[config.mk]
export PLATFORM = sky130hd
export DESIGN_NAME = utf8_codepoint_decoder_flat
export DESIGN_NICKNAME = d
export VERILOG_FILES = /design/src/hdl/u8cd_pkg.sv /design/src/hdl/u8cd_ifs.sv /design/src/hdl/u8cd_front.sv /design/src/hdl/u8cd_queue.sv /design/src/hdl/u8cd_back.sv /design/src/hdl/utf8_codepoint_decoder.sv /design/src/flat_wrapper.sv
export VERILOG_INCLUDE_DIRS = /design/src /design/src/hdl
export SDC_FILE = /design/constraint.sdc
export NUM_CORES = 1
export LEC_CHECK = 0
export BUFFER_PORTS_ARGS = -buffer_cell sky130_fd_sc_hd__buf_2
export CAP_MARGIN = 5
export CELL_PAD_IN_SITES_DETAIL_PLACEMENT = 1
export CELL_PAD_IN_SITES_GLOBAL_PLACEMENT = 2
export CORE_MARGIN = 8
export CORE_UTILIZATION = 39
export DETAILED_ROUTE_END_ITERATION = 12
export PLACE_DENSITY = 0.72
export SYNTH_ARGS = -nofsm -noshare
export SYNTH_HDL_FRONTEND = slang
export SYNTH_SLANG_ARGS = --single-unit
[constraint.sdc]
create_clock -name clk -period 4.2 [get_ports clk]
set_input_delay 0.63 -clock clk [delete_from_list [all_inputs] [get_ports clk]]
set_output_delay 0.63 -clock clk [all_outputs]
set_load 0.005 [all_outputs]
[src/hdl/utf8_codepoint_decoder_assert.svh]
// Assertion macros shared by the UTF-8 decoder modules.
// Expects signals clk and rst_n in the scope where a macro is used.
`ifndef UTF8_CODEPOINT_DECODER_ASSERT_SVH
`define UTF8_CODEPOINT_DECODER_ASSERT_SVH

// Same-cycle implication, checked out of reset.
`define U8CD_ASSERT_NOW(lbl, pre, post) \
    lbl: assert property (@(posedge clk) disable iff (!rst_n) (pre) |-> (post)) \
        else $error("u8cd assertion failed");

// Next-cycle implication, checked out of reset.
`define U8CD_ASSERT_NEXT(lbl, pre, post) \
    lbl: assert property (@(posedge clk) disable iff (!rst_n) (pre) |=> (post)) \
        else $error("u8cd assertion failed");

`endif

[src/hdl/u8cd_pkg.sv]
// Types and constants of the UTF-8 code point decoder.
// No dependencies; compiled before every other file.
package u8cd_pkg;

    localparam int BYTE_BITS       = 8;
    localparam int CP_BITS         = 21;
    localparam int OUT_OFFSET_BITS = 16;
    localparam int LEN_BITS        = 3;
    localparam int QUEUE_DEPTH     = 2;

    localparam logic [CP_BITS-1:0]  REPLACEMENT_CP = 21'h00FFFD;
    localparam logic [LEN_BITS-1:0] LEN_ONE        = 3'd1;

    localparam logic [1:0] CONT_TAG = 2'b10;

    // Compact description of the results caused by one input byte:
    // flush_n replacements at consecutive offsets, then an optional tail result.
    typedef struct packed {
        logic [1:0]          flush_n;
        logic                tail_valid;
        logic [CP_BITS-1:0]  tail_cp;
        logic [LEN_BITS-1:0] tail_len;
    } u8cd_desc_t;

endpackage

[src/hdl/u8cd_ifs.sv]
// Valid/ready channel interfaces of the UTF-8 decoder: byte stream in,
// code point stream out. Depends on u8cd_pkg.
interface u8cd_in_if;
    import u8cd_pkg::*;

    logic                 valid;
    logic                 ready;
    logic [BYTE_BITS-1:0] text_byte;
    logic                 final_byte;

    modport source (output valid, output text_byte, output final_byte, input ready);
    modport sink   (input valid, input text_byte, input final_byte, output ready);
endinterface

interface u8cd_out_if;
    import u8cd_pkg::*;

    logic                       valid;
    logic                       ready;
    logic [CP_BITS-1:0]         code_point;
    logic [OUT_OFFSET_BITS-1:0] start_offset;
    logic [LEN_BITS-1:0]        byte_length;
    logic                       run_end;

    modport source (output valid, output code_point, output start_offset,
                    output byte_length, output run_end, input ready);
    modport sink   (input valid, input code_point, input start_offset,
                    input byte_length, input run_end, output ready);
endinterface

[src/hdl/u8cd_front.sv]
// Front end: accepts bytes, tracks the open sequence and emits one
// result descriptor per byte that yields results. Depends on u8cd_pkg.
module u8cd_front #(
    parameter int OFFSET_BITS = 16
) (
    input  logic                    clk,
    input  logic                    rst_n,
    u8cd_in_if.sink                 text,
    input  logic                    full,
    output logic                    push,
    output u8cd_pkg::u8cd_desc_t    desc,
    output logic [OFFSET_BITS-1:0]  flush_start,
    output logic [OFFSET_BITS-1:0]  tail_start
);
    import u8cd_pkg::*;

    logic [CP_BITS-1:0]     acc_reg, acc_next;
    logic [1:0]             need_reg, need_next;
    logic [1:0]             taken_reg, taken_next;
    logic [OFFSET_BITS-1:0] seq_reg, seq_next;
    logic [OFFSET_BITS-1:0] pos_reg, pos_next;

    logic [BYTE_BITS-1:0] b;
    logic                 accept;
    logic                 lead_path;
    logic [CP_BITS-1:0]   acc_shift;
    logic [1:0]           need_dec;
    logic [1:0]           taken_inc;

    assign b          = text.text_byte;
    assign text.ready = !full;
    assign accept     = text.valid && text.ready;
    assign push       = accept && (desc.flush_n != 2'd0 || desc.tail_valid);

    assign acc_shift = {acc_reg[CP_BITS-7:0], b[5:0]};
    assign need_dec  = need_reg - 2'd1;
    assign taken_inc = taken_reg + 2'd1;

    always_comb
    begin
        desc        = '0;
        flush_start = seq_reg;
        tail_start  = pos_reg;
        acc_next    = acc_reg;
        need_next   = need_reg;
        taken_next  = taken_reg;
        seq_next    = seq_reg;
        lead_path   = 1'b0;

        if (need_reg == 2'd0)
        begin
            lead_path = 1'b1;
        end
        else if (b[7:6] == CONT_TAG)
        begin
            acc_next   = acc_shift;
            need_next  = need_dec;
            taken_next = taken_inc;
            if (need_dec == 2'd0)
            begin
                desc.tail_valid = 1'b1;
                desc.tail_cp    = acc_shift;
                desc.tail_len   = {1'b0, taken_inc} + LEN_ONE;
                tail_start      = seq_reg;
                acc_next        = '0;
                taken_next      = 2'd0;
            end
            else if (text.final_byte)
            begin
                desc.flush_n = taken_inc + 2'd1;
            end
        end
        else
        begin
            // broken sequence: replace lead and taken bytes, then restart
            desc.flush_n = taken_inc;
            acc_next     = '0;
            need_next    = 2'd0;
            taken_next   = 2'd0;
            lead_path    = 1'b1;
        end

        if (lead_path)
        begin
            if (b inside {8'b0???_????})
            begin
                desc.tail_valid = 1'b1;
                desc.tail_cp    = {{(CP_BITS-BYTE_BITS){1'b0}}, b};
                desc.tail_len   = LEN_ONE;
            end
            else if (b inside {8'b110?_????, 8'b1110_????, 8'b1111_0???})
            begin
                seq_next   = pos_reg;
                taken_next = 2'd0;
                if (b[5] == 1'b0)
                begin
                    need_next = 2'd1;
                    acc_next  = {{(CP_BITS-5){1'b0}}, b[4:0]};
                end
                else if (b[4] == 1'b0)
                begin
                    need_next = 2'd2;
                    acc_next  = {{(CP_BITS-4){1'b0}}, b[3:0]};
                end
                else
                begin
                    need_next = 2'd3;
                    acc_next  = {{(CP_BITS-3){1'b0}}, b[2:0]};
                end
                // truncated right at the lead
                if (text.final_byte)
                begin
                    desc.tail_valid = 1'b1;
                    desc.tail_cp    = REPLACEMENT_CP;
                    desc.tail_len   = LEN_ONE;
                end
            end
            else
            begin
                desc.tail_valid = 1'b1;
                desc.tail_cp    = REPLACEMENT_CP;
                desc.tail_len   = LEN_ONE;
            end
        end

        if (text.final_byte)
        begin
            acc_next   = '0;
            need_next  = 2'd0;
            taken_next = 2'd0;
            pos_next   = '0;
        end
        else
        begin
            pos_next = pos_reg + {{(OFFSET_BITS-1){1'b0}}, 1'b1};
        end
    end

    always_ff @(posedge clk or negedge rst_n)
    begin
        if (!rst_n)
        begin
            acc_reg   <= '0;
            need_reg  <= 2'd0;
            taken_reg <= 2'd0;
            seq_reg   <= '0;
            pos_reg   <= '0;
        end
        else if (accept)
        begin
            acc_reg   <= acc_next;
            need_reg  <= need_next;
            taken_reg <= taken_next;
            seq_reg   <= seq_next;
            pos_reg   <= pos_next;
        end
    end

`include "utf8_codepoint_decoder_assert.svh"

    `U8CD_ASSERT_NOW(a_idle_no_taken, need_reg == 2'd0, taken_reg == 2'd0)
    `U8CD_ASSERT_NOW(a_seq_len, need_reg != 2'd0, ({1'b0, need_reg} + {1'b0, taken_reg}) <= 3'd3)
    `U8CD_ASSERT_NEXT(a_final_closes, accept && text.final_byte, pos_reg == '0 && need_reg == 2'd0)

endmodule

[src/hdl/u8cd_queue.sv]
// Short register FIFO between the front and back ends.
// Depends on u8cd_pkg for its depth.
module u8cd_queue #(
    parameter int WIDTH = 8
) (
    input  logic             clk,
    input  logic             rst_n,
    input  logic             push,
    input  logic [WIDTH-1:0] wdata,
    input  logic             pop,
    output logic [WIDTH-1:0] rdata,
    output logic             full,
    output logic             nonempty
);
    import u8cd_pkg::*;

    localparam int PTR_BITS = (QUEUE_DEPTH > 1) ? $clog2(QUEUE_DEPTH) : 1;
    localparam int CNT_BITS = $clog2(QUEUE_DEPTH + 1);

    logic [WIDTH-1:0]    mem_reg [QUEUE_DEPTH];
    logic [PTR_BITS-1:0] wr_reg, wr_next;
    logic [PTR_BITS-1:0] rd_reg, rd_next;
    logic [CNT_BITS-1:0] cnt_reg, cnt_next;
    logic                do_push, do_pop;

    assign full     = (cnt_reg == CNT_BITS'(QUEUE_DEPTH));
    assign nonempty = (cnt_reg != '0);
    assign do_push  = push && !full;
    assign do_pop   = pop && nonempty;
    assign rdata    = mem_reg[rd_reg];

    always_comb
    begin
        wr_next  = (wr_reg == PTR_BITS'(QUEUE_DEPTH - 1)) ? '0 : wr_reg + 1'b1;
        rd_next  = (rd_reg == PTR_BITS'(QUEUE_DEPTH - 1)) ? '0 : rd_reg + 1'b1;
        cnt_next = cnt_reg;
        if (do_push && !do_pop)
        begin
            cnt_next = cnt_reg + 1'b1;
        end
        else if (do_pop && !do_push)
        begin
            cnt_next = cnt_reg - 1'b1;
        end
    end

    always_ff @(posedge clk)
    begin
        if (do_push)
        begin
            mem_reg[wr_reg] <= wdata;
        end
    end

    always_ff @(posedge clk or negedge rst_n)
    begin
        if (!rst_n)
        begin
            wr_reg  <= '0;
            rd_reg  <= '0;
            cnt_reg <= '0;
        end
        else
        begin
            if (do_push)
            begin
                wr_reg <= wr_next;
            end
            if (do_pop)
            begin
                rd_reg <= rd_next;
            end
            cnt_reg <= cnt_next;
        end
    end

endmodule

[src/hdl/u8cd_back.sv]
// Back end: expands each descriptor into one to four results and holds
// them in an output register. Depends on u8cd_pkg.
module u8cd_back #(
    parameter int OFFSET_BITS = 16
) (
    input  logic                    clk,
    input  logic                    rst_n,
    input  logic                    q_valid,
    input  u8cd_pkg::u8cd_desc_t    desc,
    input  logic [OFFSET_BITS-1:0]  flush_start,
    input  logic [OFFSET_BITS-1:0]  tail_start,
    output logic                    pop,
    u8cd_out_if.source              points
);
    import u8cd_pkg::*;

    logic [1:0]                 idx_reg;
    logic                       out_valid_reg;
    logic [CP_BITS-1:0]         cp_reg;
    logic [OUT_OFFSET_BITS-1:0] start_reg;
    logic [LEN_BITS-1:0]        len_reg;
    logic                       end_reg;

    logic                       load;
    logic [2:0]                 total;
    logic                       in_flush;
    logic                       cur_last;
    logic [CP_BITS-1:0]         cur_cp;
    logic [OFFSET_BITS-1:0]     cur_start;
    logic [OUT_OFFSET_BITS-1:0] cur_start16;
    logic [LEN_BITS-1:0]        cur_len;

    assign total    = {1'b0, desc.flush_n} + {2'b00, desc.tail_valid};
    assign in_flush = (idx_reg < desc.flush_n);
    assign cur_last = ({1'b0, idx_reg} + 3'd1 == total);
    assign load     = q_valid && (!out_valid_reg || points.ready);
    assign pop      = load && cur_last;

    always_comb
    begin
        if (in_flush)
        begin
            cur_cp    = REPLACEMENT_CP;
            cur_start = flush_start + {{(OFFSET_BITS-2){1'b0}}, idx_reg};
            cur_len   = LEN_ONE;
        end
        else
        begin
            cur_cp    = desc.tail_cp;
            cur_start = tail_start;
            cur_len   = desc.tail_len;
        end
    end

    generate
        if (OFFSET_BITS >= OUT_OFFSET_BITS)
        begin : g_trunc
            assign cur_start16 = cur_start[OUT_OFFSET_BITS-1:0];
        end
        else
        begin : g_extend
            assign cur_start16 = {{(OUT_OFFSET_BITS-OFFSET_BITS){1'b0}}, cur_start};
        end
    endgenerate

    always_ff @(posedge clk or negedge rst_n)
    begin
        if (!rst_n)
        begin
            idx_reg       <= 2'd0;
            out_valid_reg <= 1'b0;
        end
        else
        begin
            if (load)
            begin
                out_valid_reg <= 1'b1;
                idx_reg       <= cur_last ? 2'd0 : idx_reg + 2'd1;
            end
            else if (points.ready)
            begin
                out_valid_reg <= 1'b0;
            end
        end
    end

    always_ff @(posedge clk)
    begin
        if (load)
        begin
            cp_reg    <= cur_cp;
            start_reg <= cur_start16;
            len_reg   <= cur_len;
            end_reg   <= cur_last;
        end
    end

    assign points.valid        = out_valid_reg;
    assign points.code_point   = cp_reg;
    assign points.start_offset = start_reg;
    assign points.byte_length  = len_reg;
    assign points.run_end      = end_reg;

`include "utf8_codepoint_decoder_assert.svh"

    `U8CD_ASSERT_NOW(a_desc_nonempty, q_valid, desc.flush_n != 2'd0 || desc.tail_valid)
    `U8CD_ASSERT_NOW(a_idx_in_range, q_valid, {1'b0, idx_reg} < total)
    `U8CD_ASSERT_NEXT(a_head_kept, load && !cur_last, q_valid && idx_reg != 2'd0)

endmodule

[src/hdl/utf8_codepoint_decoder.sv]
// Channel   | Dir | Payload                                          | Request
// ----------+-----+--------------------------------------------------+----------------
// text      | in  | text_byte[7:0], final_byte                       | one text byte
// points    | out | code_point[20:0], start_offset[15:0],            | one code point
//           |     | byte_length[2:0], run_end                        |
//
// One byte per cycle in steady state; a result is registered in the descriptor queue,
// then in the output register. A byte yields 0 to 4 results; the back end emits one
// result per cycle while points is ready, so malformed input that expands to several
// results stalls the byte side once the two-entry descriptor queue fills.
// rst_n is asynchronous, active low, and clears sequence state and offsets.
// Either side may stall freely; the queue and output register decouple them.
//
// Top level of the UTF-8 code point decoder. Depends on u8cd_pkg, u8cd_ifs,
// u8cd_front, u8cd_queue and u8cd_back.
module utf8_codepoint_decoder #(
    parameter int OFFSET_BITS = 16
) (
    input  logic        clk,
    input  logic        rst_n,
    u8cd_in_if.sink     text,
    u8cd_out_if.source  points
);
    import u8cd_pkg::*;

    localparam int DESC_BITS = $bits(u8cd_desc_t);
    localparam int Q_BITS    = DESC_BITS + 2 * OFFSET_BITS;

    logic                   push, pop, full, nonempty;
    u8cd_desc_t             f_desc, b_desc;
    logic [OFFSET_BITS-1:0] f_flush_start, f_tail_start;
    logic [OFFSET_BITS-1:0] b_flush_start, b_tail_start;
    logic [Q_BITS-1:0]      q_wdata, q_rdata;

    u8cd_front #(.OFFSET_BITS(OFFSET_BITS)) u_front (
        .clk         (clk),
        .rst_n       (rst_n),
        .text        (text),
        .full        (full),
        .push        (push),
        .desc        (f_desc),
        .flush_start (f_flush_start),
        .tail_start  (f_tail_start)
    );

    assign q_wdata = {f_desc, f_flush_start, f_tail_start};

    u8cd_queue #(.WIDTH(Q_BITS)) u_queue (
        .clk      (clk),
        .rst_n    (rst_n),
        .push     (push),
        .wdata    (q_wdata),
        .pop      (pop),
        .rdata    (q_rdata),
        .full     (full),
        .nonempty (nonempty)
    );

    assign {b_desc, b_flush_start, b_tail_start} = q_rdata;

    u8cd_back #(.OFFSET_BITS(OFFSET_BITS)) u_back (
        .clk         (clk),
        .rst_n       (rst_n),
        .q_valid     (nonempty),
        .desc        (b_desc),
        .flush_start (b_flush_start),
        .tail_start  (b_tail_start),
        .pop         (pop),
        .points      (points)
    );

endmodule
[src/flat_wrapper.sv]
// flat-port wrapper written by rule: the top's interface ports become plain ports
module utf8_codepoint_decoder_flat import u8cd_pkg::*;
#(
    parameter int OFFSET_BITS = 16
)
  (clk, rst_n, text_valid, text_text_byte, text_final_byte, text_ready, points_valid, points_code_point, points_start_offset, points_byte_length, points_run_end, points_ready);
  u8cd_in_if text_i ();
  u8cd_out_if points_i ();
  input  logic clk;
  input  logic rst_n;
  input wire logic [$bits(text_i.valid)-1:0] text_valid;
  input wire logic [$bits(text_i.text_byte)-1:0] text_text_byte;
  input wire logic [$bits(text_i.final_byte)-1:0] text_final_byte;
  output wire logic [$bits(text_i.ready)-1:0] text_ready;
  output wire logic [$bits(points_i.valid)-1:0] points_valid;
  output wire logic [$bits(points_i.code_point)-1:0] points_code_point;
  output wire logic [$bits(points_i.start_offset)-1:0] points_start_offset;
  output wire logic [$bits(points_i.byte_length)-1:0] points_byte_length;
  output wire logic [$bits(points_i.run_end)-1:0] points_run_end;
  input wire logic [$bits(points_i.ready)-1:0] points_ready;
  assign text_i.valid = text_valid;
  assign text_i.text_byte = text_text_byte;
  assign text_i.final_byte = text_final_byte;
  assign text_ready = text_i.ready;
  assign points_valid = points_i.valid;
  assign points_code_point = points_i.code_point;
  assign points_start_offset = points_i.start_offset;
  assign points_byte_length = points_i.byte_length;
  assign points_run_end = points_i.run_end;
  assign points_i.ready = points_ready;
  utf8_codepoint_decoder #(.OFFSET_BITS(OFFSET_BITS)) u_core (.clk(clk), .rst_n(rst_n), .text(text_i), .points(points_i));
endmodule
==> out/qor.csv, run 1 <==
stage;metric;value;unit
clock_network;cts_root_buf;clkbuf_16;
setup_path;regToRegSetupSlack;1.02;ns
clock_network;cts_resized;0;
timing;clock_skew;0.00968;ns
setup_path;worst-path-max-fanout;38;
setup_path;start_kind;flip-flop;
timing;rsz0062_at_grt;false;
setup_path;slowest_stage;dfrtp_4;
timing;hold_viol;0;
global_routing;grt_pass1_wl;34300;um
floorplan;start_util;39.8;%
setup_path;cpPeakStageDelay;0.84;ns
detailed_routing;drtPass1Iterations;5;
global_routing;grt_pass1_vias;6049;
global_routing;grt_overflow;0;
clock_network;clock_path_buffers;3;
logic_synthesis;avgSynthCellArea;13.4;sq um
clock_network;cts_tree;done;
logic_synthesis;async_reset_ff_share;26.7;%
detailed_routing;drcViolationCount;0;
place;place_area;9970;sq um
global_routing;grt_max_degree;60;
detailed_routing;drtIter0Drc;315;
setup_path;cp.depth;9;
detailed_routing;top_layer_used;met4;
logic_synthesis;yosysSeqAreaShare;66.4;%
run_status;status;complete, no violations;
detailed_routing;antenna_left;0;
clock_network;path_clk_slew;0.06;ns
clock_network;cts.sinks;217;
finish;drive_above_1_share;18.6;%
setup_path;path_delay_family;flip-flops;
floorplan;die_w;171;um
finish;stdcell_area;10800;sq um
place;io_buffers;55;
logic_synthesis;synth_warnings;0;
logic_synthesis;ys.flop_type;edfxtp_1;
detailed_routing;vias;5652;
floorplan;core_area;23500;sq um
place;routabilityCongestion;0.769;
clock_network;clkLatencyLatePin;0.50;ns
finish;final_common_cell;edfxtp_1;
clock_network;cts_hold_buf;0;
pwr;p_per_area;727;nW/um^2
timing;fmax;314;MHz
logic_synthesis;synth_seq_cells;217;
logic_synthesis;syn_inst;700;
clock_network;htreeDepth;1;
finish;syn_to_final_growth;15.2;%
finish;nFillCells;2442;
detailed_routing;wl;21400;um
finish;seqCellArea;6230;sq um
timing;worst_slack;1.02;ns
detailed_routing;wl_met3;862;um
global_routing;gr-usage-all-layers;14.9;%
setup_path;reg2reg_to;u_core.u_back.points.start_offset[10];
setup_path;r2r-start;u_core.u_queue.rd_reg;
setup_path;critical_path_class;flip-flop to flip-flop;
timing;finalSetupViolCount;0;
timing;slew_violations;0;
finish;final_cell_mix;edfxtp_1, nand2_1, dfrtp_1;
clock_network;cts_buffers;24;
setup_path;cp.arrival;3.40;ns
place;dpl.hpwl;14500;um
timing;tightest_slew;1.24;ns
detailed_routing;wl_met2;9480;um
clock_network;post_cts_buffers;0;
finish;largest_reg_flops;118;
floorplan;row_count;56;
floorplan;io-pin-count;56;
floorplan;die_height;171;um
timing;fin_crit_sh;75.8;%
finish;multi_input_area;2970;sq um
timing;fin_crit;3.18;ns
pwr;peakVddDrop;0.307;mV
logic_synthesis;synth_cell_type_count;63;
setup_path;end_kind;flip-flop;
worst_hold_path;hp-class;input port to asynchronous set/reset pin;
place;dp_slack;0.999;ns
setup_path;cp_num_buf_inv;1;
timing;whs;0.141;ns
setup_path;ff2ff_path_depth;9;
pwr;p_leak;0.00427;uW
flow_run;drv_cap;0;
logic_synthesis;synth-edff-count;159;
detailed_routing;wl_per_cell;19.6;um
detailed_routing;vias_per_cell;5.17;
timing;maxSlewHeadroom;17.5;%
floorplan;die-area;29300;sq um
finish;diodes;0;
logic_synthesis;syn-num-nets;725;
setup_path;cp.required;4.42;ns
global_routing;antenna_found_initial;0;
finish;finalNetCount;782;
detailed_routing;wl_met1;10700;um
setup_path;cp_cell_sequence;mux2_2 -> ha_1 -> inv_1 -> fa_1 -> nand4b_1 -> a222oi_1 -> xnor2_1 -> nand2_1 -> o21ai_0;
logic_synthesis;synthesis.area;9380;sq um
[through the flow]
stage | cells | power (uW) | utilization, % | TNS (ns)
5_1_grt | 1094 | 8320 | 45.9 | 0
4_1_cts | 1094 | 7980 | 45.9 | 0
3_3_place_gp | 1050 | 5630 | 42.3 | 0
3_5_place_dp | 1050 | 5750 | 42.3 | 0
2_1_floorplan | 700 | 4940 | - | -37.81
6_report | 1094 | 7850 | 45.9 | 0
[kinds of logic (layout without fill, tap and decap cells)]
kind of cell / count (synthesis) / count (layout) / synth area share (%)
AO/OA/AOI/OAI: 83 / 83 / 6.14
XOR/XNOR: 31 / 31 / 2.89
adder cells (fa/ha/maj): 12 / 12 / 1.68
buffers and inverters: 44 / 119 / 2.21
flip-flops: 217 / 217 / 66.4
multiplexers: 74 / 74 / 8.42
AND/OR/NAND/NOR: 239 / 239 / 12.3
[how the worst max path moves through the flow]
stage | startpoint | endpoint
4_1_cts | u_core.u_queue.rd_reg | u_core.u_back.points.start_offset[10]
6_report | u_core.u_queue.rd_reg | u_core.u_back.points.start_offset[10]
3_5_place_dp | u_core.u_queue.rd_reg | u_core.u_back.points.start_offset[10]
3_3_place_gp | u_core.u_queue.rd_reg | u_core.u_back.points.start_offset[10]
2_1_floorplan | u_core.u_front.taken_reg[0] | u_core.u_queue.mem_reg[0][0]
5_1_grt | u_core.u_queue.rd_reg | u_core.u_back.points.start_offset[10]
[layout make-up]
cell class	count	area share, %
clock inverters	12	1.44
repair buffers	61	2.96
inverters	14	0.486
flip-flops and latches	217	57.7
multi-input cells	439	27.4
well taps	319	3.69
clock buffers	32	6.31
[synthesized netlist by cell type (5+ instances only)]
cell type	n	area, sq um
edfxtp_1	159	4770
nand2_1	135	507
dfrtp_1	58	1450
mux2i_1	47	470
nor2_1	30	113
o21ai_0	30	150
mux2_2	25	282
xnor2_1	22	193
buf_2	16	80.1
a21oi_1	15	75.1
a22o_1	14	123
inv_1	14	52.6
ha_1	11	138
and3_1	10	62.6
nand3_1	9	45.0
xor2_1	9	78.8
clkbuf_1	8	30.0
nand2b_1	6	37.5
nand4_1	6	37.5
nor3_1	6	30.0
nor2b_1	5	31.3
[where the power goes]
group | total (uW) | internal (uW) | switching [uW]
combinational | 2170 | 831 | 1340
clock | 2200 | 1380 | 820
sequential | 3480 | 3120 | 358
total | 7850 | 5330 | 2520
[per-layer routing]
| layer | up-vias | track usage, % |
|---|---|---|
| met5 | - | 0 |
| met4 | 0 | 3.93 |
| met3 | 27 | 2.26 |
| met2 | 92 | 22.8 |
| met1 | 2873 | 21.8 |
| li1 | 2660 | - |
(Power assumes the default switching activity.)
==> run 2: changes to the inputs <==
--- a/config.mk
+++ b/config.mk
@@ -11,9 +11,9 @@
 export CELL_PAD_IN_SITES_DETAIL_PLACEMENT = 1
 export CELL_PAD_IN_SITES_GLOBAL_PLACEMENT = 2
 export CORE_MARGIN = 8
-export CORE_UTILIZATION = 39
+export CORE_UTILIZATION = 43
 export DETAILED_ROUTE_END_ITERATION = 12
-export PLACE_DENSITY = 0.72
+export PLACE_DENSITY = 0.75
 export SYNTH_ARGS = -nofsm -noshare
 export SYNTH_HDL_FRONTEND = slang
 export SYNTH_SLANG_ARGS = --single-unit
==> constraint.sdc (replaced) <==
create_clock -name clk -period 3.3 [get_ports clk]
set_input_delay 0.495 -clock clk [delete_from_list [all_inputs] [get_ports clk]]
set_output_delay 0.495 -clock clk [all_outputs]
set_load 0.005 [all_outputs]
==> run 2 against run 1 <==
Register-to-register slack got worse by 0.62 ns. Routed wire length decreased by 2.7%. Design area decreased by 0.27%. Non-clock buffer count increased by 9. Total power increased by 25%. First-iteration DRC count decreased by 3.2%. Die area decreased by 8.5%. Cell count decreased by 2.9%. Worst hold slack improved by 0.094 ns. Utilization increased by 3.9 points.
==> out/qor.csv, run 2 (synthesis gave the netlist of run 1 again) <==
stage;metric;value;unit;change
run_status;status;complete, no violations;;
finish;final_common_cell;edfxtp_1;;
timing;tightest_slew;0.780;ns;-0.457 ns
finish;diodes;0;;unchanged
setup_path;cp_cell_sequence;inv_1 -> ha_1 -> nor4bb_1 -> o21ai_0 -> a21oi_1 -> o31ai_4 -> nor2_4 -> buf_12;;
place;routabilityCongestion;0.768;;-0.13%
setup_path;cpPeakStageDelay;0.47;ns;-0.37 ns
timing;finalSetupViolCount;0;;unchanged
global_routing;grt_max_degree;60;;unchanged
worst_hold_path;min_from;text_text_byte[0];;
floorplan;die-area;26800;sq um;-8.5%
setup_path;cp.required;3.46;ns;-0.96 ns
worst_hold_path;hp-class;input port to flip-flop;;
detailed_routing;wl_per_cell;19.6;um;+0.20%
place;dpl.hpwl;14500;um;-0.21%
timing;whs;0.235;ns;+0.0943 ns
pwr;pwr-share-clk;26.5;%;-1.5 points
clock_network;cts_root_buf;clkbuf_16;;
setup_path;cp_num_buf_inv;2;;+1
setup_path;cp.arrival;3.06;ns;-0.34 ns
pwr;peakVddDrop;0.390;mV;+27%
finish;finalNetCount;790;;+1.0%
floorplan;io-pin-count;56;;unchanged
detailed_routing;drtIter0Drc;305;;-3.2%
clock_network;cts_resized;0;;unchanged
setup_path;start_kind;flip-flop;;
global_routing;gr-usage-met1;23.9;%;+2.1 points
setup_path;path_delay_family;compound AO/OA/AOI/OAI gates;;
global_routing;grt_use_met2;24.1;%;+1.3 points
timing;fin_crit_sh;87.8;%;+12 points
clock_network;cts_hold_buf;1;;+1
global_routing;antenna_found_initial;0;;unchanged
pwr;p_int;6680;uW;+25%
setup_path;critical_path_class;flip-flop to flip-flop;;
pwr;power_frac_comb;29.8;%;+2.1 points
global_routing;gr-usage-all-layers;16.0;%;+1.1 points
floorplan;die_w;164;um;-4.3%
global_routing;grt_overflow;0;;unchanged
timing;fmax;345;MHz;+9.8%
clock_network;htreeDepth;1;;unchanged
pwr;p_seq_share;43.7;%;-0.6 points
floorplan;core_area;21600;sq um;-8.2%
clock_network;path_clk_slew;0.06;ns;about the same
detailed_routing;vias;5592;;-1.1%
finish;finalNonFillerCells;1062;;-2.9%
setup_path;slowest_stage;a21oi_1;;
place;placed_cells;1019;;-3.0%
detailed_routing;wl;20800;um;-2.7%
detailed_routing;antenna_left;0;;unchanged
timing;hold_viol;0;;unchanged
clock_network;clock_path_buffers;3;;unchanged
setup_path;r2r-start;u_core.u_front.taken_reg[0];;
setup_path;worst-path-max-fanout;59;;+55%
detailed_routing;drcViolationCount;0;;unchanged
flow_run;drv_cap;0;;unchanged
clock_network;cts_buffers;23;;-4.2%
global_routing;grt_pass1_wl;34000;um;-0.89%
timing;clock_skew;0.0149;ns;+0.00517 ns
clock_network;post_cts_buffers;0;;unchanged
setup_path;setup.worst_path.start;u_core.u_front.taken_reg[0];;
global_routing;grt.busiest_layer;met2;;
timing;rsz0062_at_grt;false;;
finish;syn_to_final_growth;14.9;%;
floorplan;die_height;164;um;-4.3%
timing;slew_violations;0;;unchanged
finish;drive_above_1_share;19.1;%;+0.47 points
clock_network;cts.sinks;217;;unchanged
pwr;finalPower;9840;uW;+25%
finish;largest_reg_flops;118;;unchanged
pwr;p_per_area;913;nW/um^2;+26%
global_routing;grtUsageMet3;2.51;%;+0.25 points
pwr;p_leak;0.00428;uW;+0.33%
setup_path;end_kind;flip-flop;;
timing;maxSlewHeadroom;48.0;%;+30 points
finish;final_cell_mix;edfxtp_1, nand2_1, dfrtp_1;;
clock_network;cts_tree;done;;
place;io_buffers;55;;unchanged
global_routing;grt_pass1_vias;5991;;-0.96%
clock_network;clkLatencyLatePin;0.51;ns;about the same
detailed_routing;vias_per_cell;5.27;;+1.9%
timing;fin_crit;2.90;ns;-0.284 ns
pwr;swShare;32.1;%;about the same
detailed_routing;drtPass1Iterations;4;;-1
pwr;power_switching;3150;uW;+25%
floorplan;start_util;43.4;%;+3.5 points
finish;nFillCells;2195;;-10%
floorplan;row_count;54;;-3.6%
run 2: cell types whose count changed in the layout (fill, tap and decap cells not counted):
cell and delta:
clkinv_2 +2, clkbuf_16 -2, inv_6 +1, clkinv_1 -2, nor2b_2 -1, clkbuf_8 -3, clkbuf_1 +2, nor2b_1 +1
dlygate4sd3_1 +1, buf_12 +2, buf_4 +6
run 2: stage by stage:
step                utilization, %  instance area [sq um]  TNS [ns]  worst slack, ns
floorplan                        -                   9390    -27.64           -0.234
global placement              46.3                  10000         0            0.597
detailed placement            46.3                  10000         0            0.429
CTS                           49.8                  10800         0            0.396
global route                  49.8                  10800         0            0.114
finish                        49.8                  10800         0            0.402
run 2: area by class of cell:
type | count | area (sq um) | area share [%]
repair buffers | 70 | 415 | 3.86
inverters | 14 | 52.6 | 0.488
multi-input cells | 439 | 2960 | 27.5
flip-flops and latches | 217 | 6230 | 57.8
clock buffers | 29 | 598 | 5.55
well taps | 280 | 350 | 3.25
clock inverters | 13 | 166 | 1.54
run 2: per-layer routing:
| layer | up-vias | share of wire [%] |
|---|---|---|
| li1 | 2680 | - |
| met1 | 2790 | 49 |
| met2 | 94 | 44 |
| met3 | 28 | 4.9 |
| met4 | 0 | 1.5 |
| met5 | - | 0 |
run 2: worst paths after layout:
kind,end,slack [ns],depth (start not counted)
min in group asynchronous,u_core.u_back.points.valid,0.53,3
min,u_core.u_front.acc_reg[0],0.24,2
min reg2reg,u_core.u_queue.mem_reg[0][17],0.50,0
max reg2reg,u_core.u_queue.mem_reg[1][10],0.40,8
max,u_core.u_queue.mem_reg[1][10],0.40,8
max in group asynchronous,u_core.u_queue.rd_reg,2.28,3
run 2: power by group through the flow:
stage | clock network, uW | registers (uW) | logic (uW)
global route | 2770 | 4390 | 3290
detailed placement | 0 | 4360 | 3000
floorplan | 0 | 4300 | 1970
global placement | 0 | 4320 | 2900
finish | 2610 | 4300 | 2930
CTS | 2680 | 4310 | 3020
run 2: worst register-to-register path, cell delays in order, from the launching register on:
cell	delay, ns
dfrtp_1	0.46
inv_1	0.13
ha_1	0.37
nor4bb_1	0.31
o21ai_0	0.14
a21oi_1	0.48
o31ai_4	0.16
nor2_4	0.15
buf_12	0.32
